$ cat src/rtl/lpc_pkg.sv
// Lattice path count: shared types, constants and the modular add.
// No dependencies; every other file of the block imports this package.
package lpc_pkg;

  localparam int unsigned MAX_COORD = 511;
  localparam int unsigned COORD_W   = 9;
  localparam int unsigned COUNT_W   = 30;
  localparam int unsigned NUM_CELLS = MAX_COORD;
  localparam int unsigned CNT_W     = $clog2(2 * MAX_COORD + 2);
  localparam int unsigned IN_DATA_W  = 24;
  localparam int unsigned OUT_DATA_W = 32;

  localparam logic [COUNT_W-1:0] PATH_MODULUS = COUNT_W'(1000000007);
  localparam logic [COUNT_W-1:0] COUNT_ONE    = COUNT_W'(1);

  typedef enum logic [2:0] {
    ST_IDLE,
    ST_CLEAR,
    ST_RUN,
    ST_SHIFT,
    ST_OUT
  } lpc_state_e;

  typedef struct packed {
    logic clr;
    logic shift;
    logic feed;
  } chain_ctrl_t;

  function automatic logic [COUNT_W-1:0] add_mod(input logic [COUNT_W-1:0] a,
                                                 input logic [COUNT_W-1:0] b);
    logic [COUNT_W:0] s;
    s = {1'b0, a} + {1'b0, b};
    if (s >= {1'b0, PATH_MODULUS}) begin
      s = s - {1'b0, PATH_MODULUS};
    end
    return s[COUNT_W-1:0];
  endfunction

  function automatic logic [COORD_W-1:0] clamp_coord(input logic [COORD_W-1:0] raw);
    logic [COORD_W:0] lim;
    lim = (COORD_W + 1)'(MAX_COORD);
    if ({1'b0, raw} > lim) begin
      return lim[COORD_W-1:0];
    end
    return raw;
  endfunction

endpackage

$ cat src/rtl/lpc_cell.sv
// Lattice path count: one row store cell of the systolic chain.
// Depends on lpc_pkg for widths, the control struct and add_mod.
module lpc_cell (
  input  logic                        clk_i,
  input  logic                        rst_ni,
  input  lpc_pkg::chain_ctrl_t        ctrl_i,
  input  logic                        en_i,
  input  logic [lpc_pkg::COUNT_W-1:0] left_i,
  output logic                        en_o,
  output logic [lpc_pkg::COUNT_W-1:0] value_o
);
  import lpc_pkg::*;

  logic               en_q, en_d;
  logic [COUNT_W-1:0] value_q, value_d;

  always_comb begin
    en_d    = en_i;
    value_d = value_q;
    if (ctrl_i.clr) begin
      en_d    = 1'b0;
      value_d = '0;
    end else if (ctrl_i.shift) begin
      en_d    = 1'b0;
      value_d = left_i;
    end else if (en_i) begin
      value_d = add_mod(value_q, left_i);
    end
  end

  always_ff @(posedge clk_i or negedge rst_ni) begin
    if (!rst_ni) begin
      en_q <= 1'b0;
    end else begin
      en_q <= en_d;
    end
  end

  always_ff @(posedge clk_i) begin
    value_q <= value_d;
  end

  assign en_o    = en_q;
  assign value_o = value_q;

endmodule

$ cat config.mk
export PLATFORM = sky130hd
export DESIGN_NAME = lpc_cell
export DESIGN_NICKNAME = d
export VERILOG_FILES = /design/src/rtl/lpc_pkg.sv /design/src/rtl/lpc_cell.sv
export SDC_FILE = /design/constraint.sdc
export NUM_CORES = 1
export LEC_CHECK = 0
export BUFFER_PORTS_ARGS = -buffer_cell sky130_fd_sc_hd__buf_4
export CAP_MARGIN = 20
export CORE_ASPECT_RATIO = 1.75
export CORE_MARGIN = 3
export CORE_UTILIZATION = 50
export DETAILED_ROUTE_END_ITERATION = 12
export PLACE_DENSITY = 0.72
export RECOVER_POWER = 50
export REMOVE_ABC_BUFFERS = 1
export SYNTH_ARGS = -nofsm -noshare
export SYNTH_HDL_FRONTEND = slang
export SYNTH_SLANG_ARGS = --single-unit
$ cat constraint.sdc
create_clock -name clk_i -period 4.1 [get_ports clk_i]
set_clock_uncertainty 0.1 [all_clocks]
set_input_delay 0.82 -clock clk_i [delete_from_list [all_inputs] [get_ports clk_i]]
set_output_delay 0.82 -clock clk_i [all_outputs]
set_load 0.05 [all_outputs]
==> impl_metrics.ini <==
[place]
port_buffers = 65
dp_cells = 867
place_worst_setup_slack_ns = -0.5359
place.gp.congestion = 1.005
place_area_mm2 = 0.005923
dp_hpwl_um = 12790

[cts]
numCtsBuffers = 5
holdBufCountCts = 0
cts_tree = yes
cts_sinks = 31
clk_path_buf_depth = 2
clk_pin_slew_ns = 0.06
worstSkewPairLatency_ns = 0.29
root_buffer = clkbuf_16
htreeDepth = 2

[setup_path]
crit_start = left_i[1]
cp_num_buf_inv = 4
cp_num_cells = 16
regToRegSetupSlack_ns = 0.19
crit_chain = buf_4, ha_1, a21o_4, a211oi_4, o22ai_1, buf_4, nor3_1, o22ai_1, o21ba_4, a211oi_4, buf_4, o311ai_4, buf_6, a22oi_2, xnor2_2, o221ai_1
start_kind = primary input
path_delay_family = compound AO/OA/AOI/OAI gates
critPathArrivalTime_ns = 4.28
timing.rr.start = value_o[1]$_SDFFE_PP0P_
crit_type = in2reg
cp_max_fo = 7
reg2regPathDepth = 15
path_common_cell = buf_4
endpoint_kind = register
cpPeakStageDelay_ns = 0.37
rr_endpoint = value_o[18]$_SDFFE_PP0P_
worstPathRequired_ns = 4.14
crit_end = value_o[18]$_SDFFE_PP0P_
critPathSlowestCell = nor3_1

[floorplan]
pin_count = 67
die_area_mm2 = 0.009849
fp.dieH_um = 129.1
die_w_um = 76.32
rows = 44
design.core.area_mm2 = 0.008368
start_util = 0.5170

[power_and_ir_drop]
swShare = 0.4652
switchingPower_mw = 1.313
internal_power_mw = 1.509
combinationalPowerShare = 0.733
clkPwrFrac = 0.135
worst_ir_drop_vdd_mv = 0.2841
leakagePower_nw = 2.862
p_seq_frac = 0.132
p_total_mw = 2.822
powerDensity_mw_per_mm2 = 424.5

[layout]
final_util = 0.7944
num_antenna_cells = 0
nets = 846
multi_input_area_mm2 = 0.003964
stdcell_area_mm2 = 0.006648
nFillCells = 601
seq_area_um2 = 625.6
fin_cells = 894
syn2layout_area_growth_pct = 53.64
drive_gt1_frac = 0.4198

[drt]
dr.pass1.iters = 5
routed_wirelength_um = 18080
drt_iter0_drc = 469
avgRoutedWirePerCell_um = 20.23
viasPerCell = 6.407
post-route-drc-count = 0
route.vias.total = 5728
drt.antenna.violating_nets = 0

[synth]
yosysMostFrequentCell = nand2_1
yosysWarningCount = 0
yosys.area_share.simple = 0.2548
synth_mux_area_frac = 0.01938
yosys.cell_types.count = 90
synth_edf_count = 0
synth-compound-area-share = 0.3626
synth.avg_cell_area_um2 = 7.525
synth_top_family_by_area = compound AO/OA/AOI/OAI gates
syn_area_mm2 = 0.004327
synthFlopType = dfxtp_1
synth_top_cell_area_share = 0.1388
ys_seq_elements = 31
synthAdderAreaFrac = 0.09427
synth_top_cell_by_area = dfxtp_1
netlist_top_cells_count = 58 x nand2_1, 53 x a21oi_1, 38 x o21ai_0
synth_area_leaders = dfxtp_1 14%, ha_1 9.0%, a21oi_1 6.1%, nand2_1 5.0%, o21ai_0 4.4%
syn_inst = 575
synth-xor-area-share = 0.07287
async_flop_share = 0.03226
yosysSeqAreaShare = 0.1446

[sta]
fin_crit_sh = 1.033
final_hold_viol_count = 0
fin_hold_ws_ns = 0.2133
slew_viol_final = 0
fmax_ghz = 0.2361
layout_min_cycle_time_ns = 4.235
setup_ws_ns = -0.1351
fin_tns_setup_ns = -0.9172
slew_headroom = 0.5827
setup_viol_count_final = 18
rsz0062_at_grt = true
worst_pin_slew_ns = 0.6236

[run_status]
run_status = finished, violations left
violations = negative setup slack

[global_route]
grt_pass1_wl_um = 27220
antenna_found_initial = 0
grt-ovfl-total = 0
grt_usage = 0.3447
grt_max_degree = 57
grt_pass1_vias = 5720

[hold_path]
min_path_type = in2async

[flow_run]
cap_viol_max_count = 0
-- layer usage --
layer / up-vias / track usage / share of wire
li1: 2604 / - / -
met1: 2688 / 0.3269 / 0.33
met2: 304 / 0.6304 / 0.51
met3: 132 / 0.04312 / 0.057
met4: 0 / 0.3372 / 0.10
met5: - / 0 / 0
-- cell usage in the layout, fill, tap and decap left out, types with 6 or more instances in the layout --
master,netlist,layout
a211oi_1,9,6
a21o_1,10,7
a21oi_1,53,37
a21oi_2,2,15
and2_1,9,9
buf_4,4,204
buf_6,1,7
clkbuf_1,23,21
dfxtp_1,30,30
ha_1,31,23
inv_1,14,13
nand2_1,58,58
nand2b_1,7,7
nand3_1,16,14
nand3b_1,13,13
nand4_1,10,10
nor2_1,27,25
nor3_1,9,9
nor3b_1,12,11
o211ai_1,7,7
o21a_1,12,12
o21ai_0,38,29
o21ai_1,1,9
o221ai_1,14,13
o22ai_1,11,10
xnor2_1,21,10
xnor2_2,0,11
xor2_1,15,13
-- registers in the layout (all words and copies together) (netlist names) --
register,count
en_o,1
value_o,30
-- worst min path at each step --
stage                                    end  slack (ns)  depth (start not counted)
floorplan                     en_o$_DFF_PN0_        0.42                          0
global placement    value_o[28]$_SDFFE_PP0P_        0.41                          2
detailed placement  value_o[18]$_SDFFE_PP0P_        0.43                          2
CTS                           en_o$_DFF_PN0_        0.20                          1
global route                  en_o$_DFF_PN0_        0.22                          1
finish                        en_o$_DFF_PN0_        0.21                          1
-- cell families after synthesis --
logic type               after synthesis
AO/OA/AOI/OAI                        216
XOR/XNOR                              36
adder cells (fa/ha/maj)               32
buffers and inverters                 51
flip-flops                            31
multiplexers                           8
AND/OR/NAND/NOR                      201
-- cell type report --
class	instances	area share
tap	115	0.02165
clock inverter	1	0.0007529
clock buffer	7	0.01995
timing repair buffer	233	0.2594
sequential	31	0.09411
inverter	14	0.007905
multi-input combinational	493	0.5963
-- worst register-to-register path, cell delays in order (launching register included) --
cell and delay (ns):
dfxtp_1 0.37, ha_1 0.27, a21o_4 0.25, a211oi_4 0.26, o22ai_1 0.18, buf_4 0.17, nor3_1 0.37, o22ai_1 0.19
o21ba_4 0.29, a211oi_4 0.07, buf_4 0.15, o311ai_4 0.37, buf_6 0.24, a22oi_2 0.12, xnor2_2 0.23, o221ai_1 0.15
-- timing repair --
action | 4_1_cts | 5_1_grt
pin swaps | 27 | 46
buffers inserted | 12 | 9
gates resized for setup | 45 | 66
endpoints found under the setup margin | 29 | 30
cloned | 1 | 0
-- power groups by stage --
stage	combinational, mW	sequential [mW]	clock [mW]
after floorplan	0.840	0.496	0
after global routing	2.18	0.375	0.395
after CTS	1.85	0.371	0.381
final	2.07	0.371	0.381
after global placement	1.70	0.373	0
after detailed placement	1.74	0.376	0
Note: power is estimated with default switching activity, not from simulation.
