===== config.mk =====
export PLATFORM = sky130hd
export DESIGN_NAME = lpc_ctrl
export DESIGN_NICKNAME = d
export VERILOG_FILES = /design/src/rtl/lpc_pkg.sv /design/src/rtl/lpc_ctrl.sv
export SDC_FILE = /design/constraint.sdc
export NUM_CORES = 1
export LEC_CHECK = 0
export BUFFER_PORTS_ARGS = -buffer_cell sky130_fd_sc_hd__clkbuf_2
export CAP_MARGIN = 15
export CORE_ASPECT_RATIO = 1.5
export CORE_MARGIN = 4
export CORE_UTILIZATION = 38
export DETAILED_ROUTE_END_ITERATION = 10
export PLACE_DENSITY_LB_ADDON = 0.08
export SLEW_MARGIN = 10
export SYNTH_ARGS = -nofsm -noshare
export SYNTH_HDL_FRONTEND = slang
export SYNTH_SLANG_ARGS = --single-unit

===== constraint.sdc =====
create_clock -name clk_i -period 3.2 [get_ports clk_i]
set_input_delay 0 -clock clk_i [delete_from_list [all_inputs] [get_ports clk_i]]
set_output_delay 0 -clock clk_i [all_outputs]
set_load 0.05 [all_outputs]

===== src/rtl/lpc_pkg.sv =====
// Lattice path count: shared types, constants and the modular add.
// No dependencies; every other file of the block imports this package.
package lpc_pkg;

  localparam int unsigned MAX_COORD = 511;
  localparam int unsigned COORD_W   = 9;
  localparam int unsigned COUNT_W   = 30;
  localparam int unsigned NUM_CELLS = MAX_COORD;
  localparam int unsigned CNT_W     = $clog2(2 * MAX_COORD + 2);
  localparam int unsigned IN_DATA_W  = 24;
  localparam int unsigned OUT_DATA_W = 32;

  localparam logic [COUNT_W-1:0] PATH_MODULUS = COUNT_W'(1000000007);
  localparam logic [COUNT_W-1:0] COUNT_ONE    = COUNT_W'(1);

  typedef enum logic [2:0] {
    ST_IDLE,
    ST_CLEAR,
    ST_RUN,
    ST_SHIFT,
    ST_OUT
  } lpc_state_e;

  typedef struct packed {
    logic clr;
    logic shift;
    logic feed;
  } chain_ctrl_t;

  function automatic logic [COUNT_W-1:0] add_mod(input logic [COUNT_W-1:0] a,
                                                 input logic [COUNT_W-1:0] b);
    logic [COUNT_W:0] s;
    s = {1'b0, a} + {1'b0, b};
    if (s >= {1'b0, PATH_MODULUS}) begin
      s = s - {1'b0, PATH_MODULUS};
    end
    return s[COUNT_W-1:0];
  endfunction

  function automatic logic [COORD_W-1:0] clamp_coord(input logic [COORD_W-1:0] raw);
    logic [COORD_W:0] lim;
    lim = (COORD_W + 1)'(MAX_COORD);
    if ({1'b0, raw} > lim) begin
      return lim[COORD_W-1:0];
    end
    return raw;
  endfunction

endpackage


===== src/rtl/lpc_ctrl.sv =====
// Lattice path count: sequencer for clear, wavefront run, unload shift and output beat.
// Depends on lpc_pkg for the state enum, chain control struct and constants.
module lpc_ctrl (
  input  logic                          clk_i,
  input  logic                          rst_ni,
  input  logic                          in_valid_i,
  output logic                          in_ready_o,
  input  logic [lpc_pkg::COORD_W-1:0]   x_coord_i,
  input  logic [lpc_pkg::COORD_W-1:0]   y_coord_i,
  input  logic [lpc_pkg::COUNT_W-1:0]   tail_i,
  output lpc_pkg::chain_ctrl_t          ctrl_o,
  output logic                          out_valid_o,
  input  logic                          out_ready_i,
  output logic [lpc_pkg::COUNT_W-1:0]   path_count_o
);
  import lpc_pkg::*;

  lpc_state_e         state_q, state_d;
  logic [CNT_W-1:0]   cnt_q, cnt_d;
  logic [COORD_W-1:0] xs_q, xs_d;
  logic [COORD_W-1:0] ys_q, ys_d;
  logic               out_valid_q, out_valid_d;
  logic [COUNT_W-1:0] out_data_q, out_data_d;

  logic [CNT_W-1:0]   run_last;
  logic [COORD_W-1:0] shift_rem;
  logic               accept;
  logic               load;

  assign run_last  = CNT_W'(xs_q) + CNT_W'(ys_q);
  assign shift_rem = COORD_W'(NUM_CELLS) - ys_q;
  assign accept    = in_valid_i && (state_q == ST_IDLE);
  assign load      = (state_q == ST_OUT) && (!out_valid_q || out_ready_i);

  always_comb begin
    state_d      = state_q;
    cnt_d        = cnt_q;
    xs_d         = xs_q;
    ys_d         = ys_q;
    out_valid_d  = out_valid_q;
    out_data_d   = out_data_q;
    ctrl_o       = '0;
    in_ready_o   = 1'b0;

    if (out_valid_q && out_ready_i) begin
      out_valid_d = 1'b0;
    end

    unique case (state_q)
      ST_IDLE: begin
        in_ready_o = 1'b1;
        if (in_valid_i) begin
          xs_d    = clamp_coord(x_coord_i);
          ys_d    = clamp_coord(y_coord_i);
          state_d = ST_CLEAR;
        end
      end
      ST_CLEAR: begin
        ctrl_o.clr = 1'b1;
        cnt_d      = '0;
        state_d    = ST_RUN;
      end
      ST_RUN: begin
        ctrl_o.feed = (cnt_q <= CNT_W'(xs_q));
        if (cnt_q == run_last) begin
          cnt_d   = '0;
          state_d = ST_SHIFT;
        end else begin
          cnt_d = cnt_q + CNT_W'(1);
        end
      end
      ST_SHIFT: begin
        if (cnt_q == CNT_W'(shift_rem)) begin
          state_d = ST_OUT;
        end else begin
          ctrl_o.shift = 1'b1;
          cnt_d        = cnt_q + CNT_W'(1);
        end
      end
      ST_OUT: begin
        if (load) begin
          out_valid_d = 1'b1;
          out_data_d  = (ys_q == '0) ? COUNT_ONE : tail_i;
          state_d     = ST_IDLE;
        end
      end
      default: begin
        state_d = ST_IDLE;
      end
    endcase
  end

  always_ff @(posedge clk_i or negedge rst_ni) begin
    if (!rst_ni) begin
      state_q     <= ST_IDLE;
      cnt_q       <= '0;
      out_valid_q <= 1'b0;
    end else begin
      state_q     <= state_d;
      cnt_q       <= cnt_d;
      out_valid_q <= out_valid_d;
    end
  end

  always_ff @(posedge clk_i) begin
    xs_q       <= xs_d;
    ys_q       <= ys_d;
    out_data_q <= out_data_d;
  end

  assign out_valid_o  = out_valid_q;
  assign path_count_o = out_data_q;

  a_accept_clears: assert property (@(posedge clk_i) disable iff (!rst_ni)
    accept |=> (state_q == ST_CLEAR))
    else $error("accepted beat did not start a clear");

  a_run_bound: assert property (@(posedge clk_i) disable iff (!rst_ni)
    (state_q == ST_RUN) |-> (cnt_q <= run_last))
    else $error("run counter passed the wavefront end");

  a_run_to_shift: assert property (@(posedge clk_i) disable iff (!rst_ni)
    ((state_q == ST_RUN) && (cnt_q == run_last)) |=> (state_q == ST_SHIFT))
    else $error("run did not hand over to unload shift");

  a_shift_bound: assert property (@(posedge clk_i) disable iff (!rst_ni)
    (state_q == ST_SHIFT) |-> (cnt_q <= CNT_W'(shift_rem)))
    else $error("unload shift ran too far");

  a_load_sets_valid: assert property (@(posedge clk_i) disable iff (!rst_ni)
    load |=> (out_valid_q && (state_q == ST_IDLE)))
    else $error("result load lost");

endmodule

==> results.sh, run 1 <==
export IMPL_status="finished clean"
export IMPL_core_um2=8520
export IMPL_clock_latency_ps=330
export IMPL_die_height_um=123
export IMPL_rr_worst_depth=11
export IMPL_finalHoldViolations=0
export IMPL_postSynth_asyncResetShare_pct=22.6
export IMPL_portBuffers=86
export IMPL_synth_cell_type_count=56
export IMPL_dr_pass1_iters=4
export IMPL_fmax_mhz=322
export IMPL_cts_tree="done"
export IMPL_vias=2638
export IMPL_p_per_area_nw_per_um2=539
export IMPL_critPathMaxFanout=10
export IMPL_yosys_top_cells_count="48 x edfxtp_1, 30 x and2_1, 21 x nor2_1"
export IMPL_synthAdderAreaFrac_pct=7.72
export IMPL_ys_ff_latch=62
export IMPL_drv_slew=0
export IMPL_initial_utilization_pct=39.2
export IMPL_worstPathRequired_ps=3420
export IMPL_path_class="flip-flop to flip-flop"
export IMPL_gr_total_overflow=0
export IMPL_io_pins=87
export IMPL_synth_top_family_by_area="simple AND/OR/NAND/NOR gates"
export IMPL_finClkSkew_ps=8.25
export IMPL_die_w_um=84.6
export IMPL_ir_worst_vdd_mv=0.280
export IMPL_seq_area_frac_synth_pct=53.6
export IMPL_fin_area_um2=4760
export IMPL_worstPathArrival_ps=3330
export IMPL_grt_pass1_vias=2887
export IMPL_synth_top_cell_area_share_pct=43.1
export IMPL_grt_max_degree=31
export IMPL_h_tree_depth=3
export IMPL_synth_xor_area_share_pct=6.74
export IMPL_cp_end_kind="flip-flop"
export IMPL_antenna_cells=0
export IMPL_clk_pin_slew_ps=60
export IMPL_postRouteAntennaNets=0
export IMPL_synthesis_instances=283
export IMPL_fin_nets=504
export IMPL_p_leak_nw=2.08
export IMPL_p_total_mw=2.57
export IMPL_syn_area_um2=3340
export IMPL_drc=0
export IMPL_synthMuxAreaShare_pct=0
export IMPL_clock_sinks=62
export IMPL_routed_via_density=4.85
export IMPL_dp_hpwl_um=5920
export IMPL_tritoncts_num_buffers=9
export IMPL_grt_pass1_wl_um=13700
export IMPL_wl_per_cell_um=14.6
export IMPL_setup_viol=0
export IMPL_post_synth_top_count_cell="edfxtp_1"
export IMPL_synth_ff_type="edfxtp_1"
export IMPL_synth_compound_area_share_pct=10.6
export IMPL_antenna_found_initial=0
export IMPL_period_needed_ps=3110
export IMPL_n_fill_cell=775
export IMPL_place_congestion=0.851
export IMPL_cts_buffer_depth=2
export IMPL_syn_avg_cell_area_um2=11.8
export IMPL_synth_area_leader_cell="edfxtp_1"
export IMPL_maxCapViolCount=0
export IMPL_track_usage_pct=17.2
export IMPL_synth_area_leaders="edfxtp_1 43%, dfrtp_1 10%, ha_1 7.1%"
export IMPL_placed_cell_area_um2=3920
export IMPL_totalWireLength_um=7960
export IMPL_core_rowCount=41
export IMPL_relSlewSlack_pct=42.4
export IMPL_hold_path_class="input port to asynchronous set/reset pin"
export IMPL_cts_root_buf="clkbuf_16"
export IMPL_yosys_warnings=0
export IMPL_syn_num_nets=355
export IMPL_area_delta_synth_final_pct=42.5
export IMPL_yosys_area_share_simple_pct=16.9
export IMPL_drive_gt1_share_pct=30.7
export IMPL_finalCritPeriodShare_pct=97.2
export IMPL_crit_path_start_kind="flip-flop"
export IMPL_worst_slew_pin_slew_ps=864
export IMPL_synth_edff_count=48
export IMPL_rsz0062_at_grt="yes"
export IMPL_fp_dieArea_um2=10400
export IMPL_drt_iter0_drc=112
[kinds of logic (layout without fill, tap and decap cells)]
logic type	count (synthesis)	count (layout)
compound gates	48	48
xor+xnor	24	24
fa+ha+maj	20	20
buf+inv	27	181
flops	62	62
simple gates	102	102
[area by class of cell]
cell class / count / area [µm²] / share of cell area, %
clock buffer: 10 / 229 / 4.81
clock inverter: 6 / 86.3 / 1.81
inverter: 16 / 60.1 / 1.26
multi-input combinational: 194 / 1420 / 29.8
sequential: 62 / 1790 / 37.6
tap: 107 / 134 / 2.81
timing repair buffer: 149 / 1040 / 21.9
[critical path, stage by stage, from the launching register on]
cell,delay [ps]
edfxtp_1,390
ha_2,210
fa_2,360
a211oi_2,220
o21bai_1,120
a311o_2,410
xnor2_1,120
or4_4,540
o31ai_4,240
buf_12,160
o21ai_1,60
a21o_1,170
[state kept, by name (all words and copies together) (netlist names)]
name / count
path_count_o: 30
cnt_q: 10
xs_q: 9
ys_q: 9
state_q: 3
out_valid_o: 1
[per-layer routing]
layer	up-vias	share of wire (%)	global-route usage [%]
li1	1311	-	-
met1	1238	39	18.2
met2	73	53	30.5
met3	16	5.1	4.03
met4	0	3.3	10.7
met5	-	0	0
[power by group]
part	total [mW]	internal [mW]	switching, mW
registers	1.03	0.919	0.113
logic	0.505	0.263	0.242
clock network	1.03	0.680	0.349
total	2.57	1.86	0.704
[through the flow]
step / worst slack (ps) / TNS (ps) / instances / hold slack (ps) / utilization [%]
4_1_cts: 0.0617 / 0 / 543 / 130 / 55.8
5_1_grt: -19.6 / -54.7 / 544 / 157 / 55.9
6_report: 90.1 / 0 / 544 / 115 / 55.9
2_1_floorplan: 49.8 / 0 / 283 / -296 / -
3_3_place_gp: -68.1 / -205 / 476 / -67.0 / 46.0
3_5_place_dp: -107 / -526 / 476 / -62.6 / 46.0
[final timing paths]
check / from / slack [ps] / endpoint
max: xs_q[0] / 90 / cnt_q[5]
min: rst_ni / 120 / state_q[0]
max reg2reg: xs_q[0] / 90 / cnt_q[5]
min reg2reg: state_q[2] / 660 / state_q[2]
max in group asynchronous: rst_ni / 2810 / cnt_q[1]
min in group clk_i: x_coord_i[3] / 390 / xs_q[3]
[timing repair]
| action | 4_1_cts | 5_1_grt |
|---|---|---|
| endpoints found under the hold margin | 63 | 0 |
| hold buffers | 50 | 0 |
| endpoints found under the setup margin | 8 | 9 |
| gates resized for setup | 2 | 2 |
| pin swaps | 3 | 2 |
| setup buffers | 1 | 1 |
[cells in the final DEF (no fill, tap or decap), drive strengths merged, types with 12 or more instances in the layout]
cell type / Yosys / final
and2: 31 / 31
ha: 19 / 19
xor2: 14 / 14
buf: 5 / 13
edfxtp: 48 / 48
clkbuf: 4 / 96
o21ai: 13 / 13
nand2: 12 / 12
inv: 16 / 16
dfrtp: 14 / 14
nor2: 21 / 21
dlygate4sd3: 0 / 50
No activity file was read; power rests on OpenSTA's default activity.
==> run 2, diff against run 1 <==
==> constraint.sdc (replaced) <==
create_clock -name clk_i -period 3.2 [get_ports clk_i]
set_input_delay 0.48 -clock clk_i [delete_from_list [all_inputs] [get_ports clk_i]]
set_output_delay 0.48 -clock clk_i [all_outputs]
set_load 0.05 [all_outputs]
==> run 2 against run 1 <==
- clock power about the same
- flip-flop and latch count unchanged
- setup slack got worse by 47 ps
- combinational power increased by 4.8%
- routed wire length decreased by 5.3%
- sequential share of layout area increased by 4.3 points
- clock skew about the same
==> results.sh, run 2 (synthesis gave the netlist of run 1 again) <==
export IMPL_cp_num_buf_inv=1
export IMPL_initial_utilization_pct=39.2
export IMPL_cts_tree="done"
export IMPL_cts_buffer_depth=2
export IMPL_critPathMaxStageDelay_ps=540
export IMPL_rsz0062_at_grt="yes"
export IMPL_track_usage_pct=15.5
export IMPL_p_leak_nw=1.87
export IMPL_routed_via_density=5.01
export IMPL_worstPathRequired_ps=3410
export IMPL_most_common_layout_cells="85 x clkbuf_2, 48 x edfxtp_1, 30 x and2_1"
export IMPL_clock_latency_ps=330
export IMPL_h_tree_depth=3
export IMPL_slowest_stage="or4_4"
export IMPL_worst_path_dominant_cell_family="compound AO/OA/AOI/OAI gates"
export IMPL_fp_dieArea_um2=10400
export IMPL_mostFrequentLayoutCell="clkbuf_2"
export IMPL_dp_slack_ps=-113
export IMPL_area_delta_synth_final_pct=27.9
export IMPL_drv_slew=0
export IMPL_post_cts_buffers=0
export IMPL_grt_max_degree=31
export IMPL_pwr_share_clk_pct=39.5
export IMPL_final_instance_count_excl_fill=495
export IMPL_combPwrFrac_pct=20.9
export IMPL_vias=2479
export IMPL_grt_pass1_vias=2507
export IMPL_drt_iter0_drc=108
export IMPL_finClkSkew_ps=8.36
export IMPL_p_int_mw=1.84
export IMPL_die_w_um=84.6
export IMPL_critPathMaxFanout=11
export IMPL_worst_slew_pin_slew_ps=894
export IMPL_fin_nets=456
export IMPL_finalWorstSetupSlack_ps=43.3
export IMPL_dp_hpwl_um=5900
export IMPL_rr_worst_depth=11
export IMPL_wl_per_cell_um=15.2
export IMPL_fmax_mhz=317
export IMPL_dp_cells=480
export IMPL_p_per_area_nw_per_um2=593
export IMPL_grt_pass1_wl_um=12300
export IMPL_crit_path_start_kind="flip-flop"
export IMPL_core_rowCount=41
export IMPL_antenna_cells=0
export IMPL_p_sw_share_pct=27.2
export IMPL_relSlewSlack_pct=40.4
export IMPL_portBuffers=86
export IMPL_setup_viol=0
export IMPL_tritoncts_num_buffers=9
export IMPL_postRouteAntennaNets=0
export IMPL_crit_cells=11
export IMPL_seq_power_share_pct=39.6
export IMPL_ir_worst_vdd_mv=0.353
export IMPL_core_um2=8520
export IMPL_drive_gt1_share_pct=34.5
export IMPL_dr_pass1_iters=4
export IMPL_gr_total_overflow=0
export IMPL_finalHoldViolations=0
export IMPL_worstPathArrival_ps=3370
export IMPL_post_route_util_pct=50.2
export IMPL_antenna_found_initial=0
export IMPL_maxCapViolCount=0
export IMPL_largest_reg_flops=30
export IMPL_finalCritPeriodShare_pct=98.6
export IMPL_clk_pin_slew_ps=60
export IMPL_timing_hold_ws_ps=61.8
export IMPL_p_total_mw=2.53
export IMPL_place_congestion=0.880
export IMPL_path_class="flip-flop to flip-flop"
export IMPL_crit_chain="ha_2 -> fa_2 -> a211oi_2 -> o21bai_1 -> a311o_2 -> xnor2_1 -> or4_4 -> o31ai_4 -> buf_12 -> o21ai_1 -> a21o_1"
export IMPL_totalWireLength_um=7540
export IMPL_drc=0
export IMPL_status="finished clean"
export IMPL_cts_root_buf="clkbuf_16"
export IMPL_clock_sinks=62
export IMPL_io_pins=87
export IMPL_cp_end_kind="flip-flop"
export IMPL_period_needed_ps=3160
export IMPL_p_switching_mw=0.690
export IMPL_die_height_um=123
export IMPL_hold_path_class="input port to asynchronous set/reset pin"
-- run 2: changes by cell type in the layout (fill, tap and decap cells not counted), moves of 2 or more --
| cell | before | now |
|---|---|---|
| buf_4 | 12 | 15 |
| clkinv_1 | 0 | 2 |
| clkinv_2 | 2 | 0 |
| dlygate4sd3_1 | 50 | 0 |
-- run 2: through the flow --
step | setup TNS [ps] | cell area [µm²]
after global routing | -375 | 4270
after detailed placement | -557 | 3950
after global placement | -232 | 3950
final | 0 | 4270
after floorplan | 0 | 3350
after CTS | 0 | 4260
-- run 2: path summary, 6_finish.rpt --
check,startpoint,end,slack (ps)
max in group asynchronous,rst_ni,cnt_q[2],2860
max,xs_q[0],cnt_q[5],40
min,rst_ni,cnt_q[0],60
min reg2reg,state_q[1],cnt_q[7],620
min in group clk_i,x_coord_i[0],xs_q[0],330
max reg2reg,xs_q[0],cnt_q[5],40
-- run 2: routing by layer --
metal / track usage (%) / vias to the layer above / part of all wire [%]
li1: - / 1217 / -
met1: 17.0 / 1148 / 38
met2: 26.0 / 96 / 51
met3: 4.97 / 18 / 7.4
met4: 9.01 / 0 / 3.3
met5: 0 / - / 0
-- run 2: final cells by class --
cell class	count	area, µm²
Timing Repair Buffer	101	558
Clock buffer	10	229
Tap cell	107	134
Inverter	16	60.1
Fill cell	832	4240
Multi-Input combinational cell	194	1420
Clock inverter	5	75.1
Sequential cell	62	1790
-- run 2: what timing repair did --
item	4_1_cts	5_1_grt
resized for setup	3	5
endpoints found under the setup margin	7	8
hold endpoints to repair	0	0
pin swaps	1	0
hold buffers	0	0
gates cloned	0	0
-- run 2: power groups by stage --
| stage | clock, mW | combinational, mW | sequential (mW) |
|---|---|---|---|
| CTS | 1.03 | 0.533 | 1.00 |
| finish | 1.00 | 0.529 | 1.00 |
| global route | 1.07 | 0.585 | 1.01 |
| floorplan | 0 | 0.414 | 0.977 |
| detailed placement | 0 | 0.526 | 1.02 |
| global placement | 0 | 0.516 | 1.02 |
-- run 2: worst register-to-register path, cell delays in order, from the launching register on --
cell and delay, ps:
edfxtp_1 390, ha_2 210, fa_2 350, a211oi_2 230
o21bai_1 140, a311o_2 410, xnor2_1 130, or4_4 540
o31ai_4 230, buf_12 160, o21ai_1 70, a21o_1 180
